`src/spm_pkg.sv`:
```
`timescale 1ns / 1ps

package spm_pkg;

	// Sizes of the sample store and of the voice bank.
	localparam int SAMPLE_WORDS = 65536;
	localparam int VOICES = 32;
	localparam int VOICE_W = (VOICES > 1) ? $clog2(VOICES) : 1;
	localparam int MEM_AW = $clog2(SAMPLE_WORDS);
	localparam int PAN_STEPS = 100;
	localparam logic [63:0] VOL_RATIO = 64'd4218396143;

	// Host command codes.
	typedef enum logic [1:0] {
		CMD_REG_WRITE = 2'd0,
		CMD_REG_READ  = 2'd1,
		CMD_MEM_WRITE = 2'd2,
		CMD_TICK      = 2'd3
	} cmd_code_t;

	// Voice key states.
	typedef enum logic [1:0] {
		KEY_OFF = 2'd0,
		KEY_ON  = 2'd1,
		KEY_REL = 2'd2
	} key_t;

	// Register offsets below the voice window.
	localparam logic [9:0] OFF_STATUS = 10'h000;
	localparam logic [9:0] OFF_VOICE_CTL = 10'h001;

	// Per-voice register indexes.
	localparam logic [4:0] VREG_START_HIGH = 5'h00;
	localparam logic [4:0] VREG_START_LOW  = 5'h01;
	localparam logic [4:0] VREG_FREQ       = 5'h02;
	localparam logic [4:0] VREG_END_LOW    = 5'h03;
	localparam logic [4:0] VREG_END_LOOP   = 5'h04;
	localparam logic [4:0] VREG_LOOP_LOW   = 5'h05;
	localparam logic [4:0] VREG_PAN        = 5'h06;
	localparam logic [4:0] VREG_VOL_TYPE   = 5'h08;
	localparam logic [4:0] VREG_FLAG       = 5'h0E;

	// Key control codes in bits 6..5 of a voice control write.
	localparam logic [1:0] KEYCTL_ON  = 2'b11;
	localparam logic [1:0] KEYCTL_REL = 2'b10;

	// Sample format codes in bits 15..14 of volume_type.
	localparam logic [1:0] FMT_WORD = 2'd0;
	localparam logic [1:0] FMT_LOW  = 2'd1;
	localparam logic [1:0] FMT_HIGH = 2'd2;

	localparam int FLAG_TIMBRE_BIT = 10;

	// Controller states.
	typedef enum logic [2:0] {
		ST_IDLE,
		ST_FETCH,
		ST_SCALE,
		ST_PAN_L,
		ST_PAN_R,
		ST_OUT
	} ctrl_state_t;

	// Commands from the controller to the datapath.
	typedef struct packed {
		logic               reg_write;
		logic               mem_write;
		logic               tick_clear;
		logic               fetch;
		logic               scale;
		logic               pan_l;
		logic               pan_r;
		logic               out_load;
		logic               out_tick;
		logic [VOICE_W-1:0] voice;
	} ctrl_cmd_t;

	// Status from the datapath to the controller.
	typedef struct packed {
		logic voice_active;
	} dp_status_t;

	typedef logic [7:0] vol_rom_t [256];
	typedef logic [16:0] pan_rom_t [PAN_STEPS];

	// Volume table: 255 * 10^(-i/128), built by repeated truncated Q32 products.
	function automatic vol_rom_t build_vol_rom();
		vol_rom_t rom;
		logic [63:0] m;
		m = 64'd255 << 32;
		for (int i = 0; i < 256; i++) begin
			rom[i] = m[39:32];
			m = (((m >> 16) * VOL_RATIO) + (((m & 64'hFFFF) * VOL_RATIO) >> 16)) >> 16;
		end
		return rom;
	endfunction

	// Pan gains: floor(65536 * sqrt((100 - i) / 100)) by exact integer root.
	function automatic pan_rom_t build_pan_rom();
		pan_rom_t rom;
		logic [63:0] x;
		logic [63:0] r;
		logic [63:0] b;
		for (int i = 0; i < PAN_STEPS; i++) begin
			x = (64'(PAN_STEPS - i) << 32) / PAN_STEPS;
			r = 64'd0;
			b = 64'd1 << 62;
			while (b > x) b = b >> 2;
			while (b != 64'd0) begin
				if (x >= r + b) begin
					x = x - (r + b);
					r = (r >> 1) + b;
				end else begin
					r = r >> 1;
				end
				b = b >> 2;
			end
			rom[i] = r[16:0];
		end
		return rom;
	endfunction

	localparam vol_rom_t VOL_ROM = build_vol_rom();
	localparam pan_rom_t PAN_ROM = build_pan_rom();

endpackage

```
`src/spm_ctrl.sv`:
```
`timescale 1ns / 1ps

module spm_ctrl (
	input  logic                  clk,
	input  logic                  arst_n,
	input  logic                  in_valid,
	input  logic [1:0]            in_command,
	input  logic                  out_ready,
	input  spm_pkg::dp_status_t   status,
	output logic                  in_ready,
	output logic                  out_valid,
	output spm_pkg::ctrl_cmd_t    cmd
);

	spm_pkg::ctrl_state_t        state_q;
	spm_pkg::ctrl_state_t        state_d;
	logic [spm_pkg::VOICE_W-1:0] voice_q;
	logic [spm_pkg::VOICE_W-1:0] voice_d;
	logic                        out_valid_q;
	logic                        out_free;
	logic                        last_voice;
	logic                        in_accept;

	assign out_valid = out_valid_q;
	assign out_free = !out_valid_q || out_ready;
	assign last_voice = voice_q == spm_pkg::VOICE_W'(spm_pkg::VOICES - 1);
	assign in_accept = in_valid && in_ready;

	// State, voice counter and result-valid registers.
	always_ff @(posedge clk or negedge arst_n) begin
		if (!arst_n) begin
			state_q <= spm_pkg::ST_IDLE;
			voice_q <= '0;
			out_valid_q <= 1'b0;
		end else begin
			state_q <= state_d;
			voice_q <= voice_d;
			if (cmd.out_load) begin
				out_valid_q <= 1'b1;
			end else if (out_ready) begin
				out_valid_q <= 1'b0;
			end
		end
	end

	// Next state and commands.
	always_comb begin
		state_d = state_q;
		voice_d = voice_q;
		in_ready = 1'b0;
		cmd = '0;
		cmd.voice = voice_q;
		unique case (state_q)
			spm_pkg::ST_IDLE: begin
				in_ready = out_free;
				if (in_valid && out_free) begin
					unique case (in_command)
						spm_pkg::CMD_REG_WRITE: cmd.reg_write = 1'b1;
						spm_pkg::CMD_REG_READ:  cmd.out_load = 1'b1;
						spm_pkg::CMD_MEM_WRITE: cmd.mem_write = 1'b1;
						spm_pkg::CMD_TICK: begin
							cmd.tick_clear = 1'b1;
							voice_d = '0;
							state_d = spm_pkg::ST_FETCH;
						end
						default: ;
					endcase
				end
			end
			spm_pkg::ST_FETCH: begin
				if (status.voice_active) begin
					cmd.fetch = 1'b1;
					state_d = spm_pkg::ST_SCALE;
				end else if (last_voice) begin
					state_d = spm_pkg::ST_OUT;
				end else begin
					voice_d = voice_q + 1'b1;
				end
			end
			spm_pkg::ST_SCALE: begin
				cmd.scale = 1'b1;
				state_d = spm_pkg::ST_PAN_L;
			end
			spm_pkg::ST_PAN_L: begin
				cmd.pan_l = 1'b1;
				state_d = spm_pkg::ST_PAN_R;
			end
			spm_pkg::ST_PAN_R: begin
				cmd.pan_r = 1'b1;
				if (last_voice) begin
					state_d = spm_pkg::ST_OUT;
				end else begin
					voice_d = voice_q + 1'b1;
					state_d = spm_pkg::ST_FETCH;
				end
			end
			spm_pkg::ST_OUT: begin
				if (out_free) begin
					cmd.out_load = 1'b1;
					cmd.out_tick = 1'b1;
					state_d = spm_pkg::ST_IDLE;
				end
			end
			default: state_d = spm_pkg::ST_IDLE;
		endcase
	end

`ifndef NO_ASSERTIONS
	// A tick starts the voice sweep at the first voice.
	a_tick_start: assert property (@(posedge clk) disable iff (!arst_n)
		(in_accept && (in_command == spm_pkg::CMD_TICK)) |=>
		(state_q == spm_pkg::ST_FETCH && voice_q == '0))
		else $error("tick did not start the sweep at voice zero");

	// A new result never overwrites one that is still waiting.
	a_no_overwrite: assert property (@(posedge clk) disable iff (!arst_n)
		cmd.out_load |-> (!out_valid_q || out_ready))
		else $error("result overwritten while waiting");

	// The volume stage always follows a fetch of the same voice.
	a_scale_after_fetch: assert property (@(posedge clk) disable iff (!arst_n)
		(state_q == spm_pkg::ST_SCALE) |->
		($past(state_q) == spm_pkg::ST_FETCH && $stable(voice_q)))
		else $error("volume stage without a fetch");
`endif

endmodule

```
`config.mk`:
```
export PLATFORM = sky130hd
export DESIGN_NAME = spm_ctrl
export DESIGN_NICKNAME = d
export VERILOG_FILES = /design/src/spm_pkg.sv /design/src/spm_ctrl.sv
export SDC_FILE = /design/constraint.sdc
export NUM_CORES = 1
export LEC_CHECK = 0
export ABC_AREA = 1
export BUFFER_PORTS_ARGS = -buffer_cell sky130_fd_sc_hd__buf_2
export CORE_MARGIN = 4
export CORE_UTILIZATION = 25
export DETAILED_ROUTE_END_ITERATION = 8
export GPL_TIMING_DRIVEN = 1
export SYNTH_ARGS = -nofsm -noshare
export SYNTH_HDL_FRONTEND = slang
export SYNTH_SLANG_ARGS = --single-unit
```
`constraint.sdc`:
```
create_clock -name clk -period 3.6 [get_ports clk]
set_input_delay 0.72 -clock clk [delete_from_list [all_inputs] [get_ports clk]]
set_output_delay 0.72 -clock clk [all_outputs]
set_load 0.05 [all_outputs]
```
==> flow_metrics.py, run 1 <==
metrics = {
    "outcome": {
        "status": "completed",
    },
    "clock_network": {
        "cts.sinks": 9,
        "cts_max_level": 1,
        "hold_buffers": 0,
        "clock_latency_ps": 260,
        "cts_resized": 0,
        "clockBufferDepth": 2,
        "cts_setup_buffers": 0,
        "path_clk_slew_ps": 60,
        "cts_root_buffer": "clkbuf_4",
        "cts_buffers": 3,
        "tritoncts": "yes",
    },
    "routing": {
        "dr.first_iter.drc_count": 9,
        "ant_nets": 0,
        "routedWlPerCell_um": 10.0,
        "dr.pass1.iters": 4,
        "drc": 0,
        "drt-total-wl_mm": 1.52,
        "dr_total_vias": 674,
        "avgViaCountPerCell": 4.46,
    },
    "yosys": {
        "synth_ff_type": "dfrtp_1",
        "synth_cells": 95,
        "synth_seq_cells": 9,
        "ys_warn_count": 0,
        "synth_edf_count": 0,
        "synth.net_count": 104,
        "ys_types": 28,
        "syn_area_um2": 707,
        "async_flop_share": 1.00,
        "avgSynthCellArea_um2": 7.44,
        "yosysSeqAreaShare": 0.319,
    },
    "floorplanning": {
        "die_w_um": 61.2,
        "core_um2": 2730,
        "ioPinCount": 23,
        "die_area_um2": 3740,
        "die-height_um": 61.2,
        "start_util": 0.259,
        "num_rows": 19,
    },
    "grt": {
        "grt_max_degree": 10,
        "grt_pass1_wl_mm": 2.48,
        "grt_usage": 0.0897,
        "antenna_found_initial": 0,
        "grt_pass1_vias": 613,
        "gr-total-overflow": 0,
    },
    "place": {
        "gp_congestion": 0.734,
        "place_hpwl_mm": 1.27,
        "dp_cells": 147,
        "port_buffers": 22,
        "place_area_um2": 845,
    },
    "critical_path": {
        "path_buf_inv": 3,
        "start_kind": "register",
        "reg2regPathDepth": 8,
        "crit_type": "reg2out",
        "slowest_delay_ps": 510,
        "end_kind": "output pin",
        "rrSetupSlack_ps": 2120,
        "slowest_stage": "dfrtp_1",
        "rr_startpoint": "voice_q[0]$_DFFE_PN0P_",
        "worstPathCellList": "inv_2, nand2_2, nor2_2, inv_1, nor3_2, buf_2",
        "rr_endpoint": "voice_q[0]$_DFFE_PN0P_",
        "path_max_fanout": 8,
        "crit_required_ps": 2880,
        "critPathTopFamily": "buffers and inverters",
        "arrival_ps": 1680,
    },
    "timing": {
        "period_share": 0.666,
        "fin_skew_ps": 0.253,
        "slew_headroom": 0.754,
        "finalSetupTns_ps": 0,
        "tightest_slew_ps": 368,
        "max_clock_freq_mhz": 417,
        "drv_slew": 0,
        "hold_violations": 0,
        "hold_ws_ps": 305,
        "period_minus_slack_ps": 2400,
        "rsz0062_at_grt": "false",
        "setup_viol": 0,
    },
    "layout": {
        "layout_commonest_cell": "nand2_1",
        "fillers": 302,
        "fin_nets": 130,
        "syn2layout_area_growth_pct": 23.2,
        "final_cells": 151,
        "design_area_um2": 871,
        "drive_gt1_frac": 0.375,
        "antenna_cells": 0,
        "final_cell_mix": "nand2_1 (25), buf_2 (22), inv_1 (11)",
    },
    "run": {
        "drv_cap": 0,
    },
    "pwr": {
        "clkPwrFrac": 0.111,
        "p_comb_frac": 0.647,
        "ir_drop_mv": 0.354,
        "power.total_uw": 687,
        "p_leak_nw": 0.532,
        "switching_share": 0.574,
        "p_sw_uw": 395,
        "p_per_area_nw_per_um2": 789,
        "p_int_uw": 293,
        "power_frac_seq": 0.242,
    },
    "min_path": {
        "min_path_type": "in2async",
    },
}
synth_stat cells, drive strengths merged, types with 2 or more instances:
cell type | number | area (um^2)
a21boi | 2 | 15.0
dfrtp | 9 | 225
ha | 2 | 25.0
inv | 16 | 60.1
nand2 | 31 | 151
nand3 | 7 | 57.6
nor2 | 13 | 61.3
nor3 | 2 | 15.0
o21ai | 3 | 15.0
registers in the layout (all words and copies together), names as in the netlist:
register   count
voice_q        5
state_q        3
out_valid      1
layer usage:
metal / global-route usage / up-vias / wire (um)
li1: - / 346 / -
met1: 0.0940 / 317 / 615
met4: 0.00929 / 0 / 0
met3: 0.0482 / 0 / 108
met2: 0.163 / 11 / 793
met5: 0 / - / 0
final cells by class:
type                       instances  area, um^2  share of cell area
tap                               31        38.8              0.0445
clock buffer                       4        26.3              0.0302
multi-input combinational         68         407               0.467
timing repair buffer              22         110               0.126
sequential                         9         225               0.259
inverter                          17        63.8              0.0733
power groups by stage:
stage          sequential, mW  clock [mW]  combinational, mW
3_3_place_gp            0.167           0              0.448
3_5_place_dp            0.167           0              0.451
4_1_cts                 0.166      0.0820              0.452
6_report                0.166      0.0763              0.445
5_1_grt                 0.171      0.0892              0.489
2_1_floorplan           0.188           0              0.356
kinds of logic after synthesis:
| logic type | share of synthesized area |
|---|---|
| DFF | 0.319 |
| adders and majority gates | 0.0354 |
| AOI/OAI and AO/OA | 0.0796 |
| and+or+nand+nor | 0.448 |
| xor gates and xnor gates | 0.0124 |
| buffers and inverters | 0.106 |
worst max-delay path by stage:
stage	cells after the start	end	startpoint	slack, ps
CTS	6	cmd[12]	state_q[0]$_DFFE_PN0P_	1190
detailed placement	8	cmd[13]	out_ready	1260
floorplan	4	cmd[12]	out_ready	990
global route	6	cmd[12]	state_q[0]$_DFFE_PN0P_	1090
global placement	8	cmd[6]	out_ready	1320
finish	6	cmd[13]	state_q[0]$_DFFE_PN0P_	1200
worst reg2reg max path: stages (launching register included):
cell	delay (ps)
dfrtp_1	420
ha_1	220
nand2_1	90
nor2_1	50
ha_1	230
nand2_4	100
nand3_2	130
nand2_1	90
nand2_1	50
per-stage QoR:
step / worst slack (ps) / utilization
after floorplan: 993 / -
after global placement: 1320 / 0.309
after detailed placement: 1260 / 0.309
after CTS: 1190 / 0.319
after global routing: 1090 / 0.319
final: 1200 / 0.319
Note: power is estimated with default switching activity, not from simulation.
==> run 2, diff against run 1 <==
==> constraint.sdc (replaced) <==
create_clock -name clk -period 2.3 [get_ports clk]
set_input_delay 0.46 -clock clk [delete_from_list [all_inputs] [get_ports clk]]
set_output_delay 0.46 -clock clk [all_outputs]
set_load 0.05 [all_outputs]
==> run 2 against run 1 <==
  * Utilization unchanged
  * Sequential share of layout area unchanged
  * Critical path depth unchanged
  * Cell count unchanged
  * Global-route usage up 0.35 points
  * Clock skew up 5.4 ps
  * Count of clock-buffer cells in the layout unchanged
  * Critical path type unchanged
  * Largest power group unchanged
==> flow_metrics.py, run 2 (synthesis results as in run 1) <==
metrics = {
    "timing": {
        "slew_headroom": 0.784,
        "rsz0062_at_grt": "false",
        "setup_viol": 0,
        "hold_violations": 0,
        "finalSetupTns_ps": 0,
        "drv_slew": 0,
        "fin_skew_ps": 5.68,
        "max_clock_freq_mhz": 481,
        "period_minus_slack_ps": 2080,
        "period_share": 0.905,
        "tightest_slew_ps": 324,
        "finalWorstSetupSlack_ps": 220,
    },
    "floorplanning": {
        "start_util": 0.259,
        "ioPinCount": 23,
        "core_um2": 2730,
        "die-height_um": 61.2,
        "die_w_um": 61.2,
        "die_area_um2": 3740,
        "num_rows": 19,
    },
    "clock_network": {
        "tritoncts": "yes",
        "cts.sinks": 9,
        "cts_max_level": 1,
        "cts_setup_buffers": 0,
        "hold_buffers": 0,
        "cts_resized": 0,
        "clockBufferDepth": 2,
        "clock_latency_ps": 260,
        "cts_root_buffer": "clkbuf_4",
        "cts_buffers": 3,
        "path_clk_slew_ps": 60,
    },
    "layout": {
        "syn2layout_area_growth_pct": 23.2,
        "layout_commonest_cell": "nand2_1",
        "design_area_um2": 871,
        "largest_register_ffs": 5,
        "drive_gt1_frac": 0.375,
        "regMostFlops": "voice_q",
        "final_cell_mix": "nand2_1 (25), buf_2 (22), inv_1 (11)",
        "final_cells": 151,
        "fin_nets": 130,
        "antenna_cells": 0,
    },
    "place": {
        "gp_congestion": 0.772,
        "port_buffers": 22,
        "dp_slack_ps": 456,
        "place_area_um2": 845,
        "dp_cells": 147,
        "place_hpwl_mm": 1.26,
    },
    "grt": {
        "grt_max_degree": 10,
        "grt_pass1_vias": 619,
        "met2_usage": 0.172,
        "top_usage_layer": "met2",
        "grt_usage": 0.0932,
        "grt_use_met3": 0.0419,
        "gr-total-overflow": 0,
        "met1_usage": 0.0929,
        "grt_pass1_wl_mm": 2.53,
        "antenna_found_initial": 0,
    },
    "pwr": {
        "p_leak_nw": 0.532,
        "power.total_mw": 1.08,
        "ir_drop_mv": 0.470,
        "p_per_area_nw_per_um2": 1240,
    },
    "critical_path": {
        "start_kind": "register",
        "crit_type": "reg2out",
        "cp-startpoint": "state_q[0]$_DFFE_PN0P_",
        "rr_startpoint": "voice_q[0]$_DFFE_PN0P_",
        "arrival_ps": 1620,
        "end_kind": "output pin",
        "path_max_fanout": 8,
        "crit_required_ps": 1840,
    },
    "routing": {
        "dr_total_vias": 645,
        "drt-total-wl_mm": 1.47,
        "dr.pass1.iters": 2,
        "routedWlPerCell_um": 9.70,
        "ant_nets": 0,
        "dr.first_iter.drc_count": 2,
        "avgViaCountPerCell": 4.27,
        "drc": 0,
    },
    "min_path": {
        "min_path_type": "in2async",
    },
    "run": {
        "drv_cap": 0,
    },
    "outcome": {
        "status": "completed",
    },
}
run 2: through the flow:
stage / hold WS, ps / util
floorplan: 164 / -
global placement: 325 / 0.309
detailed placement: 332 / 0.309
CTS: 41.8 / 0.319
global route: 48.9 / 0.319
finish: 45.0 / 0.319
run 2: final cells by class:
type,count,area (um^2)
Timing Repair Buffer,22,110
Inverter,17,63.8
Tap cell,31,38.8
Fill cell,300,1860
Clock buffer,4,26.3
Multi-Input combinational cell,68,407
Sequential cell,9,225
run 2: layer usage:
| metal | vias up | part of all wire |
|---|---|---|
| li1 | 349 | - |
| met1 | 288 | 0.41 |
| met2 | 8 | 0.53 |
| met3 | 0 | 0.059 |
| met4 | 0 | 0 |
| met5 | - | 0 |
run 2: power by group:
part / total (mW) / internal [mW] / switching (mW)
registers: 0.257 / 0.198 / 0.0592
clock network: 0.121 / 0.0668 / 0.0546
logic: 0.698 / 0.193 / 0.504
total: 1.08 / 0.458 / 0.618
run 2: worst paths after layout:
path / slack, ps / to / cells past startpoint
max in group asynchronous: 2060 / voice_q[4]$_DFFE_PN0P_ / 1
min: 40 / out_valid$_DFFE_PN0P_ / 1
min reg2reg: 510 / voice_q[3]$_DFFE_PN0P_ / 2
max: 220 / cmd[12] / 6
max reg2reg: 800 / voice_q[4]$_DFFE_PN0P_ / 8
min in group clk: 510 / voice_q[3]$_DFFE_PN0P_ / 2
run 2: critical path, stage by stage (launching register included):
cell and delay (ps):
dfrtp_1 490, inv_2 90, nand2_2 50, nor2_2 160
inv_1 120, nor4_2 140, buf_2 300
